## src/design/mh_pkg.sv

```systemverilog
// Package for the magnetometer heading block: widths, configuration layout,
// pipeline payload types and the CORDIC arctangent table.
// No dependencies.
package mh_pkg;

   // Field and datapath widths
   localparam int RAW_W      = 16;
   localparam int COEF_W     = 16;
   localparam int ROW_W      = 48;
   localparam int PROD_W     = RAW_W + COEF_W;
   localparam int ACC_W      = PROD_W + 2;
   localparam int CAL_W      = 18;
   localparam int OFF_W      = 16;
   localparam int AX_W       = CAL_W + 1;
   localparam int HOFF_W     = 13;
   localparam int HEAD_W     = 12;
   localparam int CW         = 34;
   localparam int ZW         = 26;
   localparam int HW         = 31;
   localparam int Q16_SHIFT  = 16;

   // Arithmetic constants
   localparam int SCALE_SHIFT       = 12;
   localparam int GUARD_SHIFT       = 12;
   localparam int CORDIC_STAGES_DEF = 16;
   localparam int ATAN_TABLE_LEN    = 24;
   localparam logic signed [ZW-1:0] HALF_TURN_Q16   = ZW'(180 * 65536);
   localparam logic signed [HW-1:0] FULL_TENTHS_Q16 = HW'(3600 * 65536);

   // Stream and register port widths
   localparam int REQ_DATA_W = 48;
   localparam int RSP_DATA_W = 72;
   localparam int RSP_PAD_W  = RSP_DATA_W - HEAD_W - 3 * CAL_W;
   localparam int CSR_IDX_W  = 3;
   localparam int CSR_DATA_W = ROW_W;

   // Register indexes
   typedef enum logic [CSR_IDX_W-1:0] {
      REG_ROW_X     = 3'd0,
      REG_ROW_Y     = 3'd1,
      REG_ROW_Z     = 3'd2,
      REG_OFFSET_X  = 3'd3,
      REG_OFFSET_Y  = 3'd4,
      REG_HEAD_OFF  = 3'd5,
      REG_FLIP      = 3'd6
   } csr_index_type;

   typedef struct packed {
      logic [ROW_W-1:0]               row_x;
      logic [ROW_W-1:0]               row_y;
      logic [ROW_W-1:0]               row_z;
      logic signed [OFF_W-1:0]        off_x;
      logic signed [OFF_W-1:0]        off_y;
      logic signed [HOFF_W-1:0]       head_off;
      logic                           flip;
   } cfg_type;

   localparam cfg_type CFG_RESET = '{
      row_x:    ROW_W'(4096),
      row_y:    ROW_W'(4096) << 16,
      row_z:    ROW_W'(4096) << 32,
      off_x:    '0,
      off_y:    '0,
      head_off: '0,
      flip:     1'b0
   };

   // Calibrated axes carried alongside the angle
   typedef struct packed {
      logic signed [CAL_W-1:0] x;
      logic signed [CAL_W-1:0] y;
      logic signed [CAL_W-1:0] z;
   } cal_type;

   // State handed from one CORDIC cell to the next
   typedef struct packed {
      logic signed [CW-1:0] x;
      logic signed [CW-1:0] y;
      logic signed [ZW-1:0] z;
      cal_type              cal;
   } cordic_type;

   // round(atan(2^-i) * 180/pi * 65536)
   function automatic logic signed [ZW-1:0] atan_q16(input int idx);
      logic signed [ZW-1:0] v;
      unique case (idx)
         0:       v = 26'sd2949120;
         1:       v = 26'sd1740967;
         2:       v = 26'sd919879;
         3:       v = 26'sd466945;
         4:       v = 26'sd234379;
         5:       v = 26'sd117304;
         6:       v = 26'sd58666;
         7:       v = 26'sd29335;
         8:       v = 26'sd14668;
         9:       v = 26'sd7334;
         10:      v = 26'sd3667;
         11:      v = 26'sd1833;
         12:      v = 26'sd917;
         13:      v = 26'sd458;
         14:      v = 26'sd229;
         15:      v = 26'sd115;
         16:      v = 26'sd57;
         17:      v = 26'sd29;
         18:      v = 26'sd14;
         19:      v = 26'sd7;
         20:      v = 26'sd4;
         21:      v = 26'sd2;
         22:      v = 26'sd1;
         default: v = '0;
      endcase
      return v;
   endfunction

endpackage

```

## src/design/mh_cordic_cell.sv

```systemverilog
// One vectoring CORDIC cell: rotates the vector toward the x axis by
// atan(2^-STAGE) and accumulates the angle. Depends on mh_pkg.
module mh_cordic_cell
   import mh_pkg::*;
#(
   parameter int STAGE = 0
) (
   input  logic       clock,
   input  logic       reset,
   input  logic       in_valid,
   output logic       in_ready,
   input  cordic_type in_data,
   output logic       out_valid,
   input  logic       out_ready,
   output cordic_type out_data
);

   localparam logic signed [ZW-1:0] ANGLE = atan_q16(STAGE);

   logic       valid_ff;
   logic       adv;
   cordic_type data_in;
   cordic_type data_ff;

   assign adv      = !valid_ff || out_ready;
   assign in_ready = adv;

   // Rotate toward y = 0; a vector already on the axis passes unchanged
   always_comb begin
      logic signed [CW-1:0] x;
      logic signed [CW-1:0] y;
      logic signed [CW-1:0] dx;
      logic signed [CW-1:0] dy;
      x  = in_data.x;
      y  = in_data.y;
      dx = y >>> STAGE;
      dy = x >>> STAGE;
      data_in = in_data;
      if (y != '0) begin
         if (!y[CW-1]) begin
            data_in.x = x + dx;
            data_in.y = y - dy;
            data_in.z = in_data.z + ANGLE;
         end else begin
            data_in.x = x - dx;
            data_in.y = y + dy;
            data_in.z = in_data.z - ANGLE;
         end
      end
   end

   always_ff @(posedge clock) begin
      if (reset) begin
         valid_ff <= 1'b0;
      end else if (adv) begin
         valid_ff <= in_valid;
      end
   end

   always_ff @(posedge clock) begin
      if (adv) data_ff <= data_in;
   end

   assign out_valid = valid_ff;
   assign out_data  = data_ff;

endmodule

```

## config.mk

```make
export PLATFORM = sky130hd
export DESIGN_NAME = mh_cordic_cell
export DESIGN_NICKNAME = d
export VERILOG_FILES = /design/src/design/mh_pkg.sv /design/src/design/mh_cordic_cell.sv
export SDC_FILE = /design/constraint.sdc
export NUM_CORES = 1
export LEC_CHECK = 0
export BUFFER_PORTS_ARGS = -buffer_cell sky130_fd_sc_hd__buf_2
export CAP_MARGIN = 20
export CORE_MARGIN = 2
export CORE_UTILIZATION = 54
export DETAILED_ROUTE_END_ITERATION = 10
export PLACE_DENSITY = 0.82
export SETUP_SLACK_MARGIN = 0.02
export SYNTH_ARGS = -nofsm -noshare
export SYNTH_HDL_FRONTEND = slang
export SYNTH_SLANG_ARGS = --single-unit
export TNS_END_PERCENT = 30
```

## constraint.sdc

```tcl
create_clock -name clock -period 4.6 [get_ports clock]
set_input_delay 0 -clock clock [delete_from_list [all_inputs] [get_ports clock]]
set_output_delay 0 -clock clock [all_outputs]
set_load 0.01 [all_outputs]
```

==> flow_summary.toml <==
[placed_design]
placed_cell_area_um2 = 13000
port_buffers = 301
preCtsSetupSlack_ps = 974
dpl.hpwl_mm = 28.1
place.gp.congestion = 0.982

[sta]
timing.fmax_mhz = 264
rsz0062_at_grt = "false"
tns_ps = 0
hold_viol = 0
relSlewSlack = 0.386
worst_slew_pin_slew_ps = 911
hold_ws_ps = 31.7
fin_worst_skew_ps = 16.9
setup_slack_ps = 807
fin_crit_ps = 3790
fin_crit_sh = 0.825
setup_viol = 0
slew_violations = 0

[finish]
fin_nets = 1893
syn_to_final_growth_pct = 29.9
finalInstanceArea_um2 = 14700
drive_gt1_frac = 0.220

[pwr]
power.density_nw_per_um2 = 320
leakage_nw = 6.63
peakVddDrop_v = 0.000251

[synth]
ys_seq_elements = 149
avgSynthCellArea_um2 = 9.04
synth_top_area_frac = 0.393
async_flop_share = 0
synth_edf_count = 148
synthesis.instances = 1252
netlist_area_um2 = 11300
synth_seq_area_share = 0.394
ys.flop_type = "edfxtp_1"
yosysTopAreaCell = "edfxtp_1"
ys_top_cells_by_area = "edfxtp_1 (39%), ha_1 (12%), a21oi_1 (6.1%)"
yosysUniqueCellTypes = 69
synth.most_common_cell = "edfxtp_1"
synth.top_cells.by_count = "edfxtp_1 (148), nor2_1 (140), a21oi_1 (138)"
syn_nets = 1516
yosysWarnings = 0

[clocking]
cts_sinks = 149
clock_path_buffers = 2
clkSlewWorstSetupHoldPaths_ps = 80
cts-root-buf = "clkbuf_16"
insertion_delay_ps = 440
htree_levels = 4
cts_tree = "yes"
postCtsSetupBuffers = 0
cts-resized-gates = 0
numCtsBuffers = 17

[routing]
viasPerCell = 5.99
vias = 11500
post_drt_wl_per_cell_um = 20.8
dr.max_layer_used = "met5"
route.detailed.drc = 0
dr_wl_met3_mm = 3.29
first_iter_violations = 1062
drt_wl_total_mm = 39.8
met2_wirelength_mm = 19.3
first_pass_iters = 6
wl_met1_mm = 15.0
detail-route-antenna-nets = 0

[die]
row_count = 52
die_area_um2 = 22100
core_um2 = 20400
die_h_um = 149
die_x_um = 149
ioPinCount = 302
start_util = 0.554

[setup_path]
required_ps = 4780
path_class = "input pin to register"
r2r_slack_ps = 2610
start_kind = "input pin"
cp_max_fo = 4
cp-end-kind = "register"
cp.arrival_ps = 3970

[global_route]
grt_max_degree = 72
grt_use_total = 0.351
grt_pass1_wl_mm = 60.3
gr-total-overflow = 0
grt_pass1_vias = 11200
antenna_found_initial = 2

[min_path]
hp-class = "input pin to register"

[outcome]
status = "finished clean"

[run]
max_cap_viol_count = 0
layout make-up:
type,count,area [um^2]
flip-flops and latches,149,4460
inverters,107,402
clock buffers,17,425
repair buffers,423,2710
well taps,270,338
multi-input cells,931,6200
diodes,2,5.00
fillers,1511,5730
clock inverters,15,163
placed cells by master (no fill, tap or decap), drive strengths merged, types with 14 or more instances in the layout:
| cell type | Yosys | final |
|---|---|---|
| edfxtp | 148 | 148 |
| xor2 | 14 | 14 |
| ha | 108 | 108 |
| nor2 | 140 | 140 |
| a31oi | 19 | 19 |
| o21bai | 16 | 16 |
| inv | 104 | 111 |
| nand3 | 19 | 19 |
| xnor2 | 54 | 54 |
| nor2b | 17 | 17 |
| dlygate4sd3 | 0 | 114 |
| a21oi | 138 | 138 |
| nor4 | 15 | 15 |
| clkbuf | 36 | 17 |
| a21o | 38 | 38 |
| nor3 | 22 | 22 |
| nand2 | 86 | 86 |
| o21ai | 88 | 88 |
| buf | 29 | 309 |
path summary, 6_finish.rpt:
| kind | start | cells after the start | end |
|---|---|---|---|
| worst max-delay path | in_data[114] | 14 | out_data[110]$_DFFE_PP_ |
| worst min-delay path | in_data[143] | 3 | out_data[143]$_DFFE_PP_ |
| worst min register to register | out_valid$_SDFFE_PP0P_ | 1 | out_data[63]$_DFFE_PP_ |
| worst max register to register | out_valid$_SDFFE_PP0P_ | 2 | out_data[81]$_DFFE_PP_ |
layer usage:
| metal | global-route usage | vias up |
|---|---|---|
| met5 | 0 | - |
| met4 | 0.191 | 2 |
| met3 | 0.0550 | 142 |
| met2 | 0.603 | 698 |
| met1 | 0.425 | 5375 |
| li1 | - | 5241 |
flip-flops by register name, indices dropped and copies added (netlist names):
name       cells
out_data     148
out_valid      1
report_power, final:
part | leakage [nW] | switching, mW | internal [mW]
Sequential | 1.54 | 0.0528 | 1.74
Clock | 0.282 | 0.700 | 0.726
Combinational | 4.81 | 0.898 | 0.600
metrics by stage:
step / utilization / instances / power [mW]
finish: 0.720 / 1914 / 4.71
floorplan: - / 1252 / 2.68
CTS: 0.720 / 1912 / 4.67
detailed placement: 0.635 / 1766 / 3.19
global placement: 0.635 / 1766 / 3.17
global route: 0.720 / 1913 / 4.89
worst max-delay path: stages:
cell and delay (ps):
dlygate4sd3_1 550, buf_2 150, ha_1 210, fa_1 410, nor2b_1 130, o21ai_0 100
a21o_1 210, a2111oi_0 730, nor3_1 200, o31ai_1 700, nand4b_1 170, a21oi_1 200
xnor2_1 140, nor2_1 50
cells by family (layout without fill, tap and decap cells):
kind of cell / count (synthesis) / count (layout) / share of synthesized area
and+or+nand+nor: 354 / 354 / 0.145
other: 0 / 2 / 0
buffers and inverters: 172 / 562 / 0.0590
DFF: 149 / 149 / 0.394
muxes: 14 / 14 / 0.0125
xor gates and xnor gates: 68 / 68 / 0.0526
AOI/OAI and AO/OA: 383 / 383 / 0.210
adders and majority gates: 112 / 112 / 0.126
what timing repair did:
item / 4_1_cts / 5_1_grt
hold buffers: 114 / 0
endpoints found under the setup margin: 0 / 0
endpoints found under the hold margin: 114 / 0
(Power assumes the default switching activity.)
