==> src/design/mh_pkg.sv <==
// Package for the magnetometer heading block: widths, configuration layout,
// pipeline payload types and the CORDIC arctangent table.
// No dependencies.
package mh_pkg;

   // Field and datapath widths
   localparam int RAW_W      = 16;
   localparam int COEF_W     = 16;
   localparam int ROW_W      = 48;
   localparam int PROD_W     = RAW_W + COEF_W;
   localparam int ACC_W      = PROD_W + 2;
   localparam int CAL_W      = 18;
   localparam int OFF_W      = 16;
   localparam int AX_W       = CAL_W + 1;
   localparam int HOFF_W     = 13;
   localparam int HEAD_W     = 12;
   localparam int CW         = 34;
   localparam int ZW         = 26;
   localparam int HW         = 31;
   localparam int Q16_SHIFT  = 16;

   // Arithmetic constants
   localparam int SCALE_SHIFT       = 12;
   localparam int GUARD_SHIFT       = 12;
   localparam int CORDIC_STAGES_DEF = 16;
   localparam int ATAN_TABLE_LEN    = 24;
   localparam logic signed [ZW-1:0] HALF_TURN_Q16   = ZW'(180 * 65536);
   localparam logic signed [HW-1:0] FULL_TENTHS_Q16 = HW'(3600 * 65536);

   // Stream and register port widths
   localparam int REQ_DATA_W = 48;
   localparam int RSP_DATA_W = 72;
   localparam int RSP_PAD_W  = RSP_DATA_W - HEAD_W - 3 * CAL_W;
   localparam int CSR_IDX_W  = 3;
   localparam int CSR_DATA_W = ROW_W;

   // Register indexes
   typedef enum logic [CSR_IDX_W-1:0] {
      REG_ROW_X     = 3'd0,
      REG_ROW_Y     = 3'd1,
      REG_ROW_Z     = 3'd2,
      REG_OFFSET_X  = 3'd3,
      REG_OFFSET_Y  = 3'd4,
      REG_HEAD_OFF  = 3'd5,
      REG_FLIP      = 3'd6
   } csr_index_type;

   typedef struct packed {
      logic [ROW_W-1:0]               row_x;
      logic [ROW_W-1:0]               row_y;
      logic [ROW_W-1:0]               row_z;
      logic signed [OFF_W-1:0]        off_x;
      logic signed [OFF_W-1:0]        off_y;
      logic signed [HOFF_W-1:0]       head_off;
      logic                           flip;
   } cfg_type;

   localparam cfg_type CFG_RESET = '{
      row_x:    ROW_W'(4096),
      row_y:    ROW_W'(4096) << 16,
      row_z:    ROW_W'(4096) << 32,
      off_x:    '0,
      off_y:    '0,
      head_off: '0,
      flip:     1'b0
   };

   // Calibrated axes carried alongside the angle
   typedef struct packed {
      logic signed [CAL_W-1:0] x;
      logic signed [CAL_W-1:0] y;
      logic signed [CAL_W-1:0] z;
   } cal_type;

   // State handed from one CORDIC cell to the next
   typedef struct packed {
      logic signed [CW-1:0] x;
      logic signed [CW-1:0] y;
      logic signed [ZW-1:0] z;
      cal_type              cal;
   } cordic_type;

   // round(atan(2^-i) * 180/pi * 65536)
   function automatic logic signed [ZW-1:0] atan_q16(input int idx);
      logic signed [ZW-1:0] v;
      unique case (idx)
         0:       v = 26'sd2949120;
         1:       v = 26'sd1740967;
         2:       v = 26'sd919879;
         3:       v = 26'sd466945;
         4:       v = 26'sd234379;
         5:       v = 26'sd117304;
         6:       v = 26'sd58666;
         7:       v = 26'sd29335;
         8:       v = 26'sd14668;
         9:       v = 26'sd7334;
         10:      v = 26'sd3667;
         11:      v = 26'sd1833;
         12:      v = 26'sd917;
         13:      v = 26'sd458;
         14:      v = 26'sd229;
         15:      v = 26'sd115;
         16:      v = 26'sd57;
         17:      v = 26'sd29;
         18:      v = 26'sd14;
         19:      v = 26'sd7;
         20:      v = 26'sd4;
         21:      v = 26'sd2;
         22:      v = 26'sd1;
         default: v = '0;
      endcase
      return v;
   endfunction

endpackage

==> src/design/mh_post.sv <==
// Heading back end: sign flip, scale to Q16 tenths, heading offset, wrap and
// clamp to 0..3600, then the result register. Depends on mh_pkg.
module mh_post
   import mh_pkg::*;
(
   input  logic                    clock,
   input  logic                    reset,
   input  cfg_type                 cfg,
   input  logic                    in_valid,
   output logic                    in_ready,
   input  cordic_type              in_data,
   output logic                    rsp_valid,
   input  logic                    rsp_ready,
   output logic [HEAD_W-1:0]       heading,
   output cal_type                 cal
);

   logic [1:0] valid_ff;
   logic [1:0] adv;

   logic signed [HW-1:0] h_in;
   logic signed [HW-1:0] h_ff;
   cal_type              cal_a_ff;
   logic [HEAD_W-1:0]    heading_in;
   logic [HEAD_W-1:0]    heading_ff;
   cal_type              cal_b_ff;

   assign adv[1]   = !valid_ff[1] || rsp_ready;
   assign adv[0]   = !valid_ff[0] || adv[1];
   assign in_ready = adv[0];

   always_ff @(posedge clock) begin
      if (reset) begin
         valid_ff <= '0;
      end else begin
         if (adv[0]) valid_ff[0] <= in_valid;
         if (adv[1]) valid_ff[1] <= valid_ff[0];
      end
   end

   // Flip, times ten as two shifts, plus the offset in Q16 tenths
   always_comb begin
      logic signed [ZW-1:0] a;
      logic signed [HW-1:0] aw;
      a    = cfg.flip ? -in_data.z : in_data.z;
      aw   = HW'(a);
      h_in = (aw <<< 3) + (aw <<< 1) + (HW'(cfg.head_off) <<< Q16_SHIFT);
   end

   // Wrap once, clamp what is still out of range, drop the fraction
   always_comb begin
      logic signed [HW-1:0] t;
      logic signed [HW-1:0] w;
      t = h_ff;
      if (h_ff[HW-1]) begin
         t = h_ff + FULL_TENTHS_Q16;
         w = t[HW-1] ? '0 : t;
      end else if (h_ff > FULL_TENTHS_Q16) begin
         t = h_ff - FULL_TENTHS_Q16;
         w = (t > FULL_TENTHS_Q16) ? FULL_TENTHS_Q16 : t;
      end else begin
         w = h_ff;
      end
      heading_in = w[Q16_SHIFT +: HEAD_W];
   end

   always_ff @(posedge clock) begin
      if (adv[0]) begin
         h_ff     <= h_in;
         cal_a_ff <= in_data.cal;
      end
      if (adv[1]) begin
         heading_ff <= heading_in;
         cal_b_ff   <= cal_a_ff;
      end
   end

   assign rsp_valid = valid_ff[1];
   assign heading   = heading_ff;
   assign cal       = cal_b_ff;

endmodule

==> config.mk <==
export PLATFORM = sky130hd
export DESIGN_NAME = mh_post
export DESIGN_NICKNAME = d
export VERILOG_FILES = /design/src/design/mh_pkg.sv /design/src/design/mh_post.sv
export SDC_FILE = /design/constraint.sdc
export NUM_CORES = 1
export LEC_CHECK = 0
export BUFFER_PORTS_ARGS = -buffer_cell sky130_fd_sc_hd__buf_2
export CAP_MARGIN = 20
export CORE_AREA = 2 2 158 160
export DETAILED_ROUTE_END_ITERATION = 10
export DIE_AREA = 0 0 160 162
export GPL_ROUTABILITY_DRIVEN = 0
export SYNTH_ARGS = -nofsm -noshare
export SYNTH_HDL_FRONTEND = slang
export SYNTH_SLANG_ARGS = --single-unit
==> constraint.sdc <==
create_clock -name clock -period 5.9 [get_ports clock]
set_input_delay 0.295 -clock clock [delete_from_list [all_inputs] [get_ports clock]]
set_output_delay 0.295 -clock clock [all_outputs]
set_load 0.05 [all_outputs]
==> impl_metrics.yaml <==
detailed_routing:
  vias_per_cell: 4.58
  drtPass1Iterations: 4
  wire_per_inst_um: 15.9
  drc_errors: 0
  initialDrtViolationCount: 306
  vias: 5065
  postRouteWirelength_mm: 17.6
  ant_nets: 0
layout:
  nets: 1160
  seq_area_mm2: 0.00454
  multi_input_area_mm2: 0.00287
  fillers: 2349
  drive_gt1_share_pct: 28.6
  area_delta_synth_final_pct: 23.4
clocking:
  cts.sinks: 152
  clk-insertion-delay-late_ps: 420
  tritoncts: "built"
  clkSlewWorstSetupHoldPaths_ps: 70
  cts_setup_buffers: 0
  cts_made_buffers: 17
  cts_max_level: 4
  cts_resized: 0
  cts.path.max_buffers: 2
  ctsHoldBuffers: 0
  cts.root.buffer_cell: "clkbuf_16"
setup_path:
  cp_cell_sequence: "buf_2 -> or4_4 -> or3_4 -> nor2_2 -> nand2_2 -> o31ai_4 -> nand2_1 -> xor2_1 -> fa_1 -> ha_1 -> a21oi_1 -> nand2_1 -> a221o_1 -> and2_1 -> o31ai_1 -> nand2b_1 -> mux2i_1 -> a2111o_1"
  crit_start: "in_data[63]"
  cp-endpoint: "h_ff[26]"
  ff2ff_setup_slack_ps: 2930
  timing_worst_setup_path_type: "input port to flip-flop"
  cp_slowest_cell: "or4_4"
  cp_max_fo: 5
  worstSetupEndpointType: "flip-flop"
  critPathRequiredTime_ps: 6050
  crit-reg2reg-launch: "h_ff[20]"
  cp_data_arrival_time_ps: 4710
  critPathBufInv: 1
  crit_top_cell: "nand2_1"
  path_depth: 18
  startpoint_type: "input port"
  regToRegEndpoint: "heading[9]"
  reg2regPathDepth: 10
  cp_top_family: "simple AND/OR/NAND/NOR gates"
  critPathMaxStageDelay_ps: 540
yosys:
  syn_avg_cell_area_um2: 12.9
  synth_area_leader_cell: "edfxtp_1"
  syn_nets: 991
  ys_async_sr_fraction_pct: 0
  synth_top_area_share_pct: 58.8
  syn_inst: 592
  synth-edff-count: 150
  synth.distinct_cells: 69
  yosysWarnings: 0
  synth_flop_cell: "edfxtp_1"
  ys_seq_area_share_pct: 59.3
  synthTopCellsByArea: "edfxtp_1 (59%), ha_1 (7.2%), xnor2_1 (3.7%), fa_1 (3.4%), a21oi_1 (2.4%)"
  synth-seq-cells: 152
  syn_area_mm2: 0.00766
floorplan:
  coreArea_mm2: 0.0241
  die_x_um: 160
  row_count: 57
  die_h_um: 162
  io_pins: 410
  initial_core_util_pct: 31.8
  die_area_mm2: 0.0259
sta:
  drv_slew: 0
  timing.hold.ws_ps: 42.8
  max_freq_mhz: 220
  max-slew-margin-rel_pct: 42.2
  hold_violations: 0
  finalCriticalPeriod_ps: 4560
  setup_tns_ps: 0
  worstMarginPinSlew_ps: 868
  rsz0062_at_grt: "false"
  setup_viol: 0
  finClkSkew_ps: 12.7
  fin_crit_sh_pct: 77.2
flow_run:
  drv_cap: 0
global_routing:
  grt_max_degree: 67
  grt_util_all_layers_pct: 13.7
  grt_pass1_vias: 4703
  antenna_found_initial: 17
  overflow: 0
  grt_pass1_wl_mm: 26.5
power:
  p_leak_nw: 3.95
  p_per_area_mw_per_mm2: 409
  irDropWorstVdd_v: 0.000199
status:
  outcome: "finished, final reports clean"
worst_hold_path:
  hp-class: "input port to flip-flop"
placed_design:
  hpwl_mm: 13.8
  io_buffers: 165
-- cell type report --
type | instances | area share (%)
antenna | 9 | 0.238
clock inverter | 15 | 1.75
multi-input combinational | 376 | 30.4
tap | 324 | 4.29
clock buffer | 17 | 4.50
timing repair buffer | 168 | 8.95
inverter | 46 | 1.83
sequential | 152 | 48.1
-- worst reg2reg max path, stage by stage (launching register included) --
cell      delay (ps)
edfxtp_1         540
inv_1            170
ha_1             380
xnor2_1          160
nand4_1          170
nor4_2           390
o21bai_2         140
o211ai_2         290
a41oi_1          200
a32oi_1          190
nand2_1           80
-- cell usage after synthesis, types with 6 or more instances --
library cell and number:
o21a_1 9, inv_1 46, nor2_1 29, nand2b_1 8, o31ai_1 8, edfxtp_1 150
nand2_1 38, xor2_1 18, o21ai_0 24, clkbuf_1 14, nor3_1 9, ha_1 44
fa_1 13, nor2b_1 6, nand3_1 14, nand4_1 6, xnor2_1 32, a21oi_1 36
-- worst min-delay path by stage --
stage | cells past startpoint | start | to
floorplan | 1 | reset | valid_ff[0]
global placement | 0 | cal_a_ff[19] | cal[19]
detailed placement | 0 | cal_a_ff[13] | cal[13]
CTS | 2 | reset | valid_ff[1]
global route | 2 | reset | valid_ff[1]
finish | 2 | reset | valid_ff[1]
-- stage by stage --
stage	area, um2	cells	power, mW	worst slack [ps]	util [%]
2_1_floorplan	7660	592	2.51	1300	-
3_3_place_gp	8840	1065	2.78	919	36.7
3_5_place_dp	8840	1065	2.80	919	36.7
4_1_cts	9430	1097	3.89	1340	39.1
5_1_grt	9440	1099	4.10	1050	39.1
6_report	9460	1107	3.86	1340	39.2
-- kinds of logic after synthesis --
family / Yosys count / synth area share [%]
compound gates: 120 / 10.9
mux: 2 / 0.261
flops: 152 / 59.3
fa+ha+maj: 57 / 10.6
xor+xnor: 50 / 5.72
buf+inv: 64 / 3.28
simple gates: 147 / 9.98
-- state kept, by name, summed over array words and instances, names as in the netlist --
name	count
valid_ff	2
heading	12
cal_a_ff	54
h_ff	30
cal	54
-- layout by cell type, fill, tap and decap left out, drive strengths merged, types with 18 or more instances in the layout --
cell / n
edfxtp: 150
xnor2: 32
buf: 168
o21ai: 26
nand2: 40
inv: 53
xor2: 18
nor2: 30
a21oi: 37
ha: 44
-- power by group --
group	internal, mW	switching (mW)	total [mW]
Combinational	0.453	0.761	1.21
Sequential	1.43	0.141	1.57
Clock	0.634	0.447	1.08
Total	2.51	1.35	3.86
-- per-layer routing --
| layer | GRT usage [%] | routed length (um) | up-vias |
|---|---|---|---|
| li1 | - | - | 2547 |
| met1 | 19.5 | 8500 | 2282 |
| met2 | 17.8 | 6500 | 202 |
| met3 | 7.69 | 2400 | 22 |
| met4 | 3.11 | 121 | 12 |
| met5 | 0 | 71 | - |
Power figures use the tool's default switching activity.
